`src/design/mrt_pkg.sv`:
```
// ----------------------------------------------------------------------------
// MPU region table package
// Shared constants, operation and status codes, and the command and status
// structs between the controller and the datapath.
// ----------------------------------------------------------------------------
package mrt_pkg;

  localparam int NUM_REGIONS = 16;
  localparam int ADDR_WIDTH  = 32;
  localparam int FIELD_W     = 32;
  localparam int FLAGS_W     = 32;
  localparam int STATUS_W    = 3;
  localparam int FUNC_W      = 2;

  typedef enum logic [FUNC_W-1:0] {
    FUNC_MAP     = 2'd0,
    FUNC_UNMAP   = 2'd1,
    FUNC_PROTECT = 2'd2,
    FUNC_QUERY   = 2'd3
  } func_e;

  typedef enum logic [STATUS_W-1:0] {
    ST_OK           = 3'd0,
    ST_NOT_IDENTITY = 3'd1,
    ST_FULL         = 3'd2,
    ST_OVERLAP      = 3'd3,
    ST_NOT_FOUND    = 3'd4
  } status_e;

  typedef struct packed {
    logic    load;
    logic    scan;
    logic    finish;
    logic    commit;
    status_e status;
  } cmd_t;

  typedef struct packed {
    func_e func;
    logic  id_ok;
    logic  full;
    logic  chk_valid;
    logic  hit;
    logic  last;
    logic  free_any;
    logic  out_busy;
  } sts_t;

endpackage

```
`src/design/mrt_if.sv`:
```
// ----------------------------------------------------------------------------
// MPU region table channel interfaces
// Request and response channels with a valid and ready handshake.
// ----------------------------------------------------------------------------
interface mrt_req_if;
  logic                        valid;
  logic                        ready;
  logic [mrt_pkg::FUNC_W-1:0]  func;
  logic [mrt_pkg::FIELD_W-1:0] addr;
  logic [mrt_pkg::FIELD_W-1:0] phys_addr;
  logic [mrt_pkg::FIELD_W-1:0] region_size;
  logic [mrt_pkg::FLAGS_W-1:0] access_flags;

  modport source (
    output valid, func, addr, phys_addr, region_size, access_flags,
    input  ready
  );
  modport sink (
    input  valid, func, addr, phys_addr, region_size, access_flags,
    output ready
  );
endinterface

interface mrt_rsp_if;
  logic                         valid;
  logic                         ready;
  logic [mrt_pkg::STATUS_W-1:0] status;
  logic [mrt_pkg::FIELD_W-1:0]  found_phys_addr;
  logic [mrt_pkg::FLAGS_W-1:0]  found_flags;

  modport source (
    output valid, status, found_phys_addr, found_flags,
    input  ready
  );
  modport sink (
    input  valid, status, found_phys_addr, found_flags,
    output ready
  );
endinterface

```
`src/design/mrt_ctrl.sv`:
```
// ----------------------------------------------------------------------------
// MPU region table controller
// Sequences one transaction: accept, scan of the table, commit of the result.
// ----------------------------------------------------------------------------
module mrt_ctrl (
  input  logic          clk_i,
  input  logic          rst_ni,
  input  logic          in_valid_i,
  output logic          in_ready_o,
  input  mrt_pkg::sts_t sts_i,
  output mrt_pkg::cmd_t cmd_o
);

  typedef enum logic [2:0] {
    S_IDLE = 3'b001,
    S_SCAN = 3'b010,
    S_RESP = 3'b100
  } state_e;

  state_e state_q, state_d;
  logic   is_map;

  assign is_map     = (sts_i.func == mrt_pkg::FUNC_MAP);
  assign in_ready_o = (state_q == S_IDLE);

  always_comb begin
    state_d      = state_q;
    cmd_o        = '0;
    cmd_o.status = mrt_pkg::ST_OK;
    unique case (state_q)
      S_IDLE: begin
        if (in_valid_i) begin
          cmd_o.load = 1'b1;
          state_d    = S_SCAN;
        end
      end
      S_SCAN: begin
        cmd_o.scan = 1'b1;
        if (is_map && !sts_i.id_ok) begin
          cmd_o.finish = 1'b1;
          cmd_o.status = mrt_pkg::ST_NOT_IDENTITY;
          state_d      = S_RESP;
        end else if (is_map && sts_i.full) begin
          cmd_o.finish = 1'b1;
          cmd_o.status = mrt_pkg::ST_FULL;
          state_d      = S_RESP;
        end else if (sts_i.chk_valid && sts_i.hit) begin
          cmd_o.finish = 1'b1;
          cmd_o.status = is_map ? mrt_pkg::ST_OVERLAP : mrt_pkg::ST_OK;
          state_d      = S_RESP;
        end else if (sts_i.last) begin
          cmd_o.finish = 1'b1;
          if (is_map) begin
            cmd_o.status = sts_i.free_any ? mrt_pkg::ST_OK : mrt_pkg::ST_FULL;
          end else begin
            cmd_o.status = mrt_pkg::ST_NOT_FOUND;
          end
          state_d = S_RESP;
        end
      end
      S_RESP: begin
        if (!sts_i.out_busy) begin
          cmd_o.commit = 1'b1;
          state_d      = S_IDLE;
        end
      end
      default: begin
        state_d = S_IDLE;
      end
    endcase
  end

  always_ff @(posedge clk_i or negedge rst_ni) begin
    if (!rst_ni) begin
      state_q <= S_IDLE;
    end else begin
      state_q <= state_d;
    end
  end

endmodule

```
`src/design/mrt_datapath.sv`:
```
// ----------------------------------------------------------------------------
// MPU region table datapath
// Region memory, valid bits, use count, scan pipeline and output register.
// ----------------------------------------------------------------------------
module mrt_datapath #(
  parameter int NUM_REGIONS = mrt_pkg::NUM_REGIONS,
  parameter int ADDR_WIDTH  = mrt_pkg::ADDR_WIDTH
) (
  input  logic                         clk_i,
  input  logic                         rst_ni,
  input  mrt_pkg::cmd_t                cmd_i,
  output mrt_pkg::sts_t                sts_o,
  input  logic [mrt_pkg::FUNC_W-1:0]   func_i,
  input  logic [mrt_pkg::FIELD_W-1:0]  addr_i,
  input  logic [mrt_pkg::FIELD_W-1:0]  phys_addr_i,
  input  logic [mrt_pkg::FIELD_W-1:0]  region_size_i,
  input  logic [mrt_pkg::FLAGS_W-1:0]  access_flags_i,
  input  logic                         out_ready_i,
  output logic                         out_valid_o,
  output logic [mrt_pkg::STATUS_W-1:0] status_o,
  output logic [mrt_pkg::FIELD_W-1:0]  found_phys_addr_o,
  output logic [mrt_pkg::FLAGS_W-1:0]  found_flags_o
);

  localparam int AW = ADDR_WIDTH;
  localparam int FW = mrt_pkg::FLAGS_W;
  localparam int EW = 2 * AW + FW;
  localparam int IW = (NUM_REGIONS > 1) ? $clog2(NUM_REGIONS) : 1;
  localparam int CW = $clog2(NUM_REGIONS + 1);

  logic [EW-1:0] mem [NUM_REGIONS];

  mrt_pkg::func_e           func_q;
  logic [AW-1:0]            addr_q, phys_q, len_q, end_q;
  logic [FW-1:0]            flags_q;
  logic [63:0]              addr_ext, phys_ext, len_ext, addr_out_ext;

  logic [CW-1:0]            rd_cnt_q;
  logic                     chk_v_q;
  logic [IW-1:0]            chk_idx_q;
  logic [EW-1:0]            rd_q;
  logic                     issue;

  logic                     free_found_q;
  logic [IW-1:0]            free_idx_q, free_sel;
  logic [NUM_REGIONS-1:0]   valid_q;
  logic [CW-1:0]            cnt_q;

  mrt_pkg::status_e         res_status_q;
  logic [mrt_pkg::FIELD_W-1:0] res_phys_q;
  logic [FW-1:0]            res_flags_q;
  logic [IW-1:0]            tgt_idx_q;

  logic                     out_valid_q;
  mrt_pkg::status_e         out_status_q;
  logic [mrt_pkg::FIELD_W-1:0] out_phys_q;
  logic [FW-1:0]            out_flags_q;

  logic [AW-1:0]            rb, rl, re;
  logic [FW-1:0]            rf;
  logic                     v, below_end, ovl, exact, inq, hit;
  logic                     commit_ok, mem_we;

  assign addr_ext     = 64'(addr_i);
  assign phys_ext     = 64'(phys_addr_i);
  assign len_ext      = 64'(region_size_i);
  assign addr_out_ext = 64'(addr_q);

  assign rb = rd_q[AW-1:0];
  assign rl = rd_q[2*AW-1:AW];
  assign rf = rd_q[EW-1:2*AW];
  assign re = rb + rl;
  assign v  = valid_q[chk_idx_q];

  assign below_end = (addr_q < re);
  assign ovl       = v && below_end && (end_q > rb);
  assign exact     = v && (rb == addr_q) && (rl == len_q);
  assign inq       = v && below_end && (addr_q >= rb);

  always_comb begin
    unique case (func_q) inside
      mrt_pkg::FUNC_MAP:                        hit = ovl;
      mrt_pkg::FUNC_UNMAP, mrt_pkg::FUNC_PROTECT: hit = exact;
      mrt_pkg::FUNC_QUERY:                      hit = inq;
      default:                                  hit = 1'b0;
    endcase
  end

  assign free_sel = free_found_q ? free_idx_q : chk_idx_q;
  assign issue    = cmd_i.scan && (rd_cnt_q < CW'(NUM_REGIONS));

  assign sts_o.func      = func_q;
  assign sts_o.id_ok     = (phys_q == addr_q);
  assign sts_o.full      = (cnt_q >= CW'(NUM_REGIONS));
  assign sts_o.chk_valid = chk_v_q;
  assign sts_o.hit       = hit;
  assign sts_o.last      = chk_v_q && (chk_idx_q == IW'(NUM_REGIONS - 1));
  assign sts_o.free_any  = free_found_q || (chk_v_q && !v);
  assign sts_o.out_busy  = out_valid_q && !out_ready_i;

  assign commit_ok = cmd_i.commit && (res_status_q == mrt_pkg::ST_OK);
  assign mem_we    = commit_ok &&
                     ((func_q == mrt_pkg::FUNC_MAP) || (func_q == mrt_pkg::FUNC_PROTECT));

  always_ff @(posedge clk_i) begin
    if (cmd_i.load) begin
      func_q  <= mrt_pkg::func_e'(func_i);
      addr_q  <= addr_ext[AW-1:0];
      phys_q  <= phys_ext[AW-1:0];
      len_q   <= len_ext[AW-1:0];
      flags_q <= access_flags_i;
      end_q   <= addr_ext[AW-1:0] + len_ext[AW-1:0];
    end
    if (issue) begin
      rd_q      <= mem[rd_cnt_q[IW-1:0]];
      chk_idx_q <= rd_cnt_q[IW-1:0];
    end
    if (chk_v_q && !v && !free_found_q) begin
      free_idx_q <= chk_idx_q;
    end
    if (cmd_i.finish) begin
      res_status_q <= cmd_i.status;
      tgt_idx_q    <= (func_q == mrt_pkg::FUNC_MAP) ? free_sel : chk_idx_q;
      if ((func_q == mrt_pkg::FUNC_QUERY) && (cmd_i.status == mrt_pkg::ST_OK)) begin
        res_phys_q  <= addr_out_ext[mrt_pkg::FIELD_W-1:0];
        res_flags_q <= rf;
      end else begin
        res_phys_q  <= '0;
        res_flags_q <= '0;
      end
    end
    if (cmd_i.commit) begin
      out_status_q <= res_status_q;
      out_phys_q   <= res_phys_q;
      out_flags_q  <= res_flags_q;
    end
  end

  always_ff @(posedge clk_i) begin
    if (mem_we) begin
      mem[tgt_idx_q] <= {flags_q, len_q, addr_q};
    end
  end

  always_ff @(posedge clk_i or negedge rst_ni) begin
    if (!rst_ni) begin
      rd_cnt_q     <= '0;
      chk_v_q      <= 1'b0;
      free_found_q <= 1'b0;
      valid_q      <= '0;
      cnt_q        <= '0;
      out_valid_q  <= 1'b0;
    end else begin
      if (cmd_i.load) begin
        rd_cnt_q     <= '0;
        free_found_q <= 1'b0;
      end else begin
        if (issue) begin
          rd_cnt_q <= rd_cnt_q + CW'(1);
        end
        if (chk_v_q && !v) begin
          free_found_q <= 1'b1;
        end
      end
      chk_v_q <= issue;
      if (commit_ok && (func_q == mrt_pkg::FUNC_MAP)) begin
        valid_q[tgt_idx_q] <= 1'b1;
        cnt_q              <= cnt_q + CW'(1);
      end else if (commit_ok && (func_q == mrt_pkg::FUNC_UNMAP)) begin
        valid_q[tgt_idx_q] <= 1'b0;
        if (cnt_q != '0) begin
          cnt_q <= cnt_q - CW'(1);
        end
      end
      if (cmd_i.commit) begin
        out_valid_q <= 1'b1;
      end else if (out_ready_i) begin
        out_valid_q <= 1'b0;
      end
    end
  end

  assign out_valid_o       = out_valid_q;
  assign status_o          = out_status_q;
  assign found_phys_addr_o = out_phys_q;
  assign found_flags_o     = out_flags_q;

endmodule

```
`src/design/mpu_region_table_top.sv`:
```
// ----------------------------------------------------------------------------
// MPU region table
// Protection region table with map, unmap, protect and query operations.
// ----------------------------------------------------------------------------
// The table holds NUM_REGIONS regions in a single-port memory and scans it one
// entry per cycle from acceptance to a registered response. The scan stops
// early at the first matching entry, and a map request that fails its identity
// or table-full check ends before any entry is checked. The one-entry-per-cycle
// scan of the memory read port sets the length of a transaction. A new request
// is taken in the cycle after the previous response enters the output register,
// and that response may wait there while the next request is worked on.
// Region ends wrap modulo 2^ADDR_WIDTH. There is no clearing pass after reset;
// only the valid bits are cleared.
module mpu_region_table_top #(
  parameter int NUM_REGIONS = mrt_pkg::NUM_REGIONS,
  parameter int ADDR_WIDTH  = mrt_pkg::ADDR_WIDTH
) (
  input  logic       clk_i,
  input  logic       rst_ni,
  mrt_req_if.sink    req_i,
  mrt_rsp_if.source  rsp_o
);

  mrt_pkg::cmd_t cmd;
  mrt_pkg::sts_t sts;

  mrt_ctrl u_ctrl (
    .clk_i      (clk_i),
    .rst_ni     (rst_ni),
    .in_valid_i (req_i.valid),
    .in_ready_o (req_i.ready),
    .sts_i      (sts),
    .cmd_o      (cmd)
  );

  mrt_datapath #(
    .NUM_REGIONS (NUM_REGIONS),
    .ADDR_WIDTH  (ADDR_WIDTH)
  ) u_datapath (
    .clk_i             (clk_i),
    .rst_ni            (rst_ni),
    .cmd_i             (cmd),
    .sts_o             (sts),
    .func_i            (req_i.func),
    .addr_i            (req_i.addr),
    .phys_addr_i       (req_i.phys_addr),
    .region_size_i     (req_i.region_size),
    .access_flags_i    (req_i.access_flags),
    .out_ready_i       (rsp_o.ready),
    .out_valid_o       (rsp_o.valid),
    .status_o          (rsp_o.status),
    .found_phys_addr_o (rsp_o.found_phys_addr),
    .found_flags_o     (rsp_o.found_flags)
  );

endmodule
```
`src/flat_wrapper.sv`:
```
// flat-port wrapper written by rule: the top's interface ports become plain ports
module mpu_region_table_top_flat 
#(
  parameter int NUM_REGIONS = mrt_pkg::NUM_REGIONS,
  parameter int ADDR_WIDTH  = mrt_pkg::ADDR_WIDTH
)
  (clk_i, rst_ni, req_i_valid, req_i_func, req_i_addr, req_i_phys_addr, req_i_region_size, req_i_access_flags, req_i_ready, rsp_o_valid, rsp_o_status, rsp_o_found_phys_addr, rsp_o_found_flags, rsp_o_ready);
  mrt_req_if req_i_i ();
  mrt_rsp_if rsp_o_i ();
  input  logic clk_i;
  input  logic rst_ni;
  input wire logic [$bits(req_i_i.valid)-1:0] req_i_valid;
  input wire logic [$bits(req_i_i.func)-1:0] req_i_func;
  input wire logic [$bits(req_i_i.addr)-1:0] req_i_addr;
  input wire logic [$bits(req_i_i.phys_addr)-1:0] req_i_phys_addr;
  input wire logic [$bits(req_i_i.region_size)-1:0] req_i_region_size;
  input wire logic [$bits(req_i_i.access_flags)-1:0] req_i_access_flags;
  output wire logic [$bits(req_i_i.ready)-1:0] req_i_ready;
  output wire logic [$bits(rsp_o_i.valid)-1:0] rsp_o_valid;
  output wire logic [$bits(rsp_o_i.status)-1:0] rsp_o_status;
  output wire logic [$bits(rsp_o_i.found_phys_addr)-1:0] rsp_o_found_phys_addr;
  output wire logic [$bits(rsp_o_i.found_flags)-1:0] rsp_o_found_flags;
  input wire logic [$bits(rsp_o_i.ready)-1:0] rsp_o_ready;
  assign req_i_i.valid = req_i_valid;
  assign req_i_i.func = req_i_func;
  assign req_i_i.addr = req_i_addr;
  assign req_i_i.phys_addr = req_i_phys_addr;
  assign req_i_i.region_size = req_i_region_size;
  assign req_i_i.access_flags = req_i_access_flags;
  assign req_i_ready = req_i_i.ready;
  assign rsp_o_valid = rsp_o_i.valid;
  assign rsp_o_status = rsp_o_i.status;
  assign rsp_o_found_phys_addr = rsp_o_i.found_phys_addr;
  assign rsp_o_found_flags = rsp_o_i.found_flags;
  assign rsp_o_i.ready = rsp_o_ready;
  mpu_region_table_top #(.NUM_REGIONS(NUM_REGIONS), .ADDR_WIDTH(ADDR_WIDTH)) u_core (.clk_i(clk_i), .rst_ni(rst_ni), .req_i(req_i_i), .rsp_o(rsp_o_i));
endmodule
```
`config.mk`:
```
export PLATFORM = sky130hd
export DESIGN_NAME = mpu_region_table_top_flat
export DESIGN_NICKNAME = d
export VERILOG_FILES = /design/src/design/mrt_pkg.sv /design/src/design/mrt_if.sv /design/src/design/mrt_ctrl.sv /design/src/design/mrt_datapath.sv /design/src/design/mpu_region_table_top.sv /design/src/flat_wrapper.sv
export SDC_FILE = /design/constraint.sdc
export NUM_CORES = 2
export LEC_CHECK = 0
export BUFFER_PORTS_ARGS = -buffer_cell sky130_fd_sc_hd__buf_2
export CORE_MARGIN = 5
export CORE_UTILIZATION = 48
export DETAILED_ROUTE_END_ITERATION = 16
export HOLD_SLACK_MARGIN = 0.12
export PLACE_DENSITY = 0.69
export SLEW_MARGIN = 20
export SYNTH_ARGS = -nofsm -noshare
export SYNTH_HDL_FRONTEND = slang
export SYNTH_SLANG_ARGS = --single-unit
```
`constraint.sdc`:
```
create_clock -name clk_i -period 11.1 [get_ports clk_i]
set_input_delay 0.555 -clock clk_i [delete_from_list [all_inputs] [get_ports clk_i]]
set_output_delay 0.555 -clock clk_i [all_outputs]
set_load 0.01 [all_outputs]
```
## Yosys cells after proc, flatten, opt, wreduce, memory -nomap -nowiden

Memory sizes are Yosys's and may differ from the RTL's. A register that Yosys moved wholly into a read port is not among the register bits.
Index checks and enable logic that the tools add are counted.

| cells by class | value |
|---|---|
| equal/unequal tests | 13 |
| $lt $le $gt $ge | 8 |
| add/sub/neg operators | 5 |
| bitwise operators | 3 |
| reductions and logical operators | 37 |
| muxes and demuxes | 44 |

Operators with widths:

| kind | number |
|---|---|
| 32-bit equality test | 3 |
| 32-bit adder | 2 |
| 3-bit two-way mux | 12 |
| 32-bit >= comparator | 1 |
| 32-bit > comparator | 1 |
| 32-bit less-than comparator | 1 |
| 16-bit two-way mux | 2 |
| 5-bit two-way mux | 5 |
| 1-bit logical AND | 19 |
| 16-bit AND | 1 |
| 1-bit two-way mux | 16 |
| 16-bit NOT | 1 |
| 16-bit OR | 1 |
| 5-bit by 1-bit adder with 5-bit output (second input constant) | 2 |
| 4-bit by 5-bit less-than comparator with 1-bit output (second input constant) | 2 |
| 2-bit nonzero test | 5 |
| 3-bit one-hot mux with 3 select lines | 1 |
| 4-bit two-way mux | 2 |
| 3-bit logical NOT | 2 |
| 2-bit two-way mux | 3 |
| 5-bit >= comparator (second input constant) | 1 |
| 5-bit less-than comparator (second input constant) | 1 |
| 5-bit by 4-bit != test with 1-bit output (second input constant) | 1 |
| 5-bit nonzero test | 1 |
| 18 further kinds | 24 |

| word-level totals | value |
|---|---|
| word-level logic and storage cells | 133 |
| register bits after elaboration | 340 |
| memories kept | 1 |
| bits in writable memories | 1536 |
| input port bits | 134 |
| output and inout bits | 69 |

Memories:

| name | depth | width | rd ports | clocked after memory_dff | wr ports | RTL line | RTL |
|---|---|---|---|---|---|---|---|
| u_core.u_datapath.mem | 16 | 96 | 1 | 1 | 1 | mrt_datapath.sv:31 | `logic [EW-1:0] mem [NUM_REGIONS];` |

## Longest topological paths before layout

| depth | value |
|---|---|
| word-level depth | 14 |
| depth in mapped cells | 24 |
| mapped depth without buffers | 22 |

## Cells and area by module

Synthesis repeated with hierarchy kept, for this count alone.

| second synthesis, totals | value |
|---|---|
| cells, all modules | 3626 |
| area total of the unflattened synthesis | 78089.9 um^2 |

By module, submodules not included:

| module | cells each | times used | area an instance (um^2) |
|---|---|---|---|
| mrt_datapath | 3596 | 1 | 77839.7 |
| mrt_ctrl | 30 | 1 | 250.2 |

## Least setup slack after synthesis

Ideal clock, no wire load.

| path | value |
|---|---|
| path kind | register to register |
| start | register u_core.u_ctrl.state_q[1] |
| end | memory u_core.u_datapath.mem[11][0] (netlist bit), enable pin |
| slack | 1.857 ns |
| path buffers | 1 |
| clock period less this slack | 9.243 ns |
| cell stages (with the launch flop) | 8 |
| setup time | 0.552 ns |
| arrival time | 8.692 ns |
| path through | dfrtp_1 > nor2_1 > nand2_1 > nor2_1 > nor4b_1 > o21ai_1 > clkbuf_1 > nor2_1 |

RTL lines:

| what | RTL line | RTL |
|---|---|---|
| start, declared | mrt_ctrl.sv:20 | `state_e state_q, state_d;` |
| start signal, assigned | mrt_ctrl.sv:77 | `state_q <= state_d;` |
| end, declared | mrt_datapath.sv:31 |  |

==> impl_metrics.json <==
{
  "dieHeight_um": 413,
  "p_int_uw": 14200,
  "synth_top_family_by_area": "multiplexers",
  "hold_viol": 0,
  "synth-compound-area-share_pct": 2.91,
  "synth_common_cells": "edfxtp_1 (1940), mux4_2 (484), ha_1 (165), nand2_1 (112), clkbuf_1 (103)",
  "numCtsBuffers": 194,
  "postSynthAreaPerCell_um2": 21.4,
  "synth.area.mux_share_pct": 14.1,
  "clock_skew_ns": 0.0593,
  "required_ns": 11.54,
  "fin_crit_sh_pct": 61.9,
  "status": "complete, no violations",
  "setup_viol": 0,
  "grt_pass1_vias": 39297,
  "power_switching_uw": 5220,
  "p_comb_share_pct": 19.2,
  "dp.final_hpwl_um": 111000,
  "ys_ff_latch": 1972,
  "antenna_found_initial": 9,
  "start_util_pct": 48.1,
  "dieArea_um2": 171000,
  "synth_flop_cell": "edfxtp_1",
  "regArea_um2": 59100,
  "synth_edf_count": 1940,
  "final_cells": 6450,
  "yosys.area_share.adder_pct": 2.72,
  "post_dp_cell_area_um2": 82100,
  "peakVddDrop_mv": 0.176,
  "root_buffer": "clkbuf_16",
  "clkLatencyLatePin_ns": 0.87,
  "p_seq_share_pct": 47.5,
  "nets": 4412,
  "cts_tree": "built",
  "postCtsSetupRepairBufs": 0,
  "routedWlPerCell_um": 30.5,
  "critPathArrivalTime_ns": 7.31,
  "ios": 203,
  "rows": 148,
  "switching_share_pct": 26.8,
  "grt_overflow": 0,
  "ys_seq_area_share_pct": 75.7,
  "cts_max_path_buffers": 3,
  "grt_pass1_wl_um": 280000,
  "crit_path_end_kind": "flip-flop",
  "fp.dieW_um": 413,
  "synth-xor-area-share_pct": 1.46,
  "tns_ns": 0,
  "crit_type": "flip-flop to flip-flop",
  "synth_top_area_share_pct": 74.7,
  "start_kind": "flip-flop",
  "wl_um": 197000,
  "synthArstFlopShare_pct": 1.62,
  "period_needed_ns": 6.87,
  "cp_max_fo": 71,
  "synthCells": 3635,
  "max_freq_mhz": 146,
  "synthSimpleGateAreaFrac_pct": 2.07,
  "finalInstanceArea_um2": 89700,
  "cellLeakagePower_uw": 0.0287,
  "rsz0062_at_grt": "no",
  "power_frac_clock_pct": 33.3,
  "synthesis.area_um2": 78000,
  "synth.distinct_cells": 64,
  "place.gp.congestion": 0.901,
  "rr_worst_depth": 23,
  "n_fill_cell": 12053,
  "drc": 0,
  "antenna_left": 0,
  "fp.coreArea_um2": 162000,
  "yosysTopAreaCell": "edfxtp_1",
  "drv_slew": 0,
  "crit_slowest_cell": "a2111oi_0",
  "grt_start_max_net_pins": 146,
  "area_growth_pct": 15.1,
  "cts_sinks": 1972,
  "max-cap-violations": 0,
  "htree_levels": 4,
  "portBuffers": 202,
  "relSlewSlack_pct": 22.3,
  "dr.pass1.iters": 6,
  "viasPerCell": 6.03,
  "syn_nets": 3937,
  "path_cells": "ha_1, inv_1, fa_1, nand2b_1, a21oi_1, o21ai_0, a21o_1, a2111oi_0, o211ai_1, o21ai_0, o41ai_1, xnor2_1, ha_1, a21o_1, a21o_1, a21oi_1, o211a_1, o211ai_2, a31oi_1, and3_4, a21oi_1, nor2_4, buf_4",
  "tightest_slew_ns": 1.15,
  "drive_above_1_share_pct": 25.1,
  "drtIter0Drc": 4797,
  "critical_path.max_stage_delay_ns": 0.94,
  "p_per_area_nw_per_um2": 217,
  "place_inst": 5955,
  "ys_top_cells_by_area": "edfxtp_1 (75%), mux4_2 (14%), ha_1 (2.6%)",
  "grt_use_total_pct": 23.0,
  "yosysWarningCount": 0,
  "path_clk_slew_ns": 0.06,
  "yosys.cell_count.top_type": "edfxtp_1",
  "vias": 38901,
  "multi_input_area_um2": 18300,
  "utilization_pct": 55.3,
  "worst_hold_path_type": "primary input to async pin"
}
-- worst paths after layout --
kind | endpoint | startpoint | slack [ns]
max in group asynchronous | u_core.u_datapath.rd_cnt_q[1] | rst_ni | 10.08
min reg2reg | u_core.u_datapath.found_flags_o[3] | u_core.u_datapath.res_flags_q[3] | 0.42
min | u_core.u_datapath.rd_cnt_q[0] | rst_ni | 0.38
min in group clk_i | u_core.u_datapath.flags_q[9] | req_i_access_flags[9] | 0.40
max | u_core.u_datapath.res_flags_q[28] | u_core.u_datapath.rd_q[0] | 4.23
max reg2reg | u_core.u_datapath.res_flags_q[28] | u_core.u_datapath.rd_q[0] | 4.23
-- power by group through the flow --
stage	combinational [uW]	sequential [uW]	clock [uW]
floorplan	2700	9250	0
global placement	3660	9410	0
detailed placement	3690	9430	0
CTS	3750	9280	6570
global route	4020	9280	6900
finish	3740	9250	6470
-- sequential cells by signal (all words and copies together) (netlist names), 4 cells and up, named ones only --
name                                 flops
u_core.u_datapath.phys_q                32
u_core.u_datapath.tgt_idx_q              4
u_core.u_datapath.addr_q                32
u_core.u_datapath.cnt_q                  5
u_core.u_datapath.flags_q               32
u_core.u_datapath.found_phys_addr_o     32
u_core.u_datapath.len_q                 32
u_core.u_datapath.rd_cnt_q               5
u_core.u_datapath.res_phys_q            32
u_core.u_datapath.rd_q                  96
u_core.u_datapath.end_q                 32
u_core.u_datapath.res_flags_q           32
u_core.u_datapath.chk_idx_q              4
u_core.u_datapath.free_idx_q             4
u_core.u_datapath.found_flags_o         32
u_core.u_datapath.mem                 1536
-- per-layer routing --
layer | global-route usage [%] | vias up | wire length [um]
met3 | 4.76 | 337 | 15700
met1 | 31.2 | 20566 | 77000
met4 | 7.70 | 2 | 6750
met2 | 37.8 | 1836 | 97100
met5 | 0 | - | 11
li1 | - | 16160 | -
-- kinds of logic after synthesis --
family / count (synthesis)
flops: 1972
mux: 493
compound gates: 350
simple gates: 331
buf+inv: 191
fa+ha+maj: 168
xor+xnor: 130
-- worst max-delay path, delay by kind of cell (launching register included) --
family,cells,cell delay (ns)
AO/OA/AOI/OAI,14,3.68
XOR/XNOR,1,0.14
adder cells (fa/ha/maj),3,0.78
buffers and inverters,2,0.83
flip-flops,1,0.38
AND/OR/NAND/NOR,3,0.57
-- through the flow --
stage                     total power, uW  setup WS, ns  hold WS [ns]
after CTS                           19600          4.28         0.129
after floorplan                     12000          1.86         0.259
after global routing                20200          3.84         0.367
after detailed placement            13100          4.41         0.411
final                               19500          4.23         0.380
after global placement              13100          4.53         0.407
-- final cells by class --
type | instances | area share, %
clock buffer | 244 | 5.62
antenna | 6 | 0.0167
multi-input combinational | 1472 | 20.4
timing repair buffer | 419 | 3.46
clock inverter | 111 | 1.42
inverter | 51 | 0.213
sequential | 1972 | 65.8
tap | 2175 | 3.03
-- placed cells by master, fill, tap and decap left out, types with 71 or more instances in the layout --
cell / synthesis / layout
buf_4: 1 / 74
nand2_1: 112 / 112
dlygate4sd3_1: 0 / 133
clkbuf_16: 0 / 194
a211oi_1: 71 / 71
o21ai_0: 72 / 72
a21oi_1: 87 / 87
edfxtp_1: 1940 / 1940
mux4_2: 484 / 484
xnor2_1: 73 / 73
buf_2: 2 / 202
ha_1: 165 / 164
-- repair_timing --
| item | in CTS | in global routing |
|---|---|---|
| gates resized for setup | 0 | 0 |
| hold endpoints to repair | 163 | 2 |
| endpoints found under the setup margin | 0 | 0 |
| hold buffers | 132 | 1 |
Note: power is estimated with default switching activity, not from simulation.
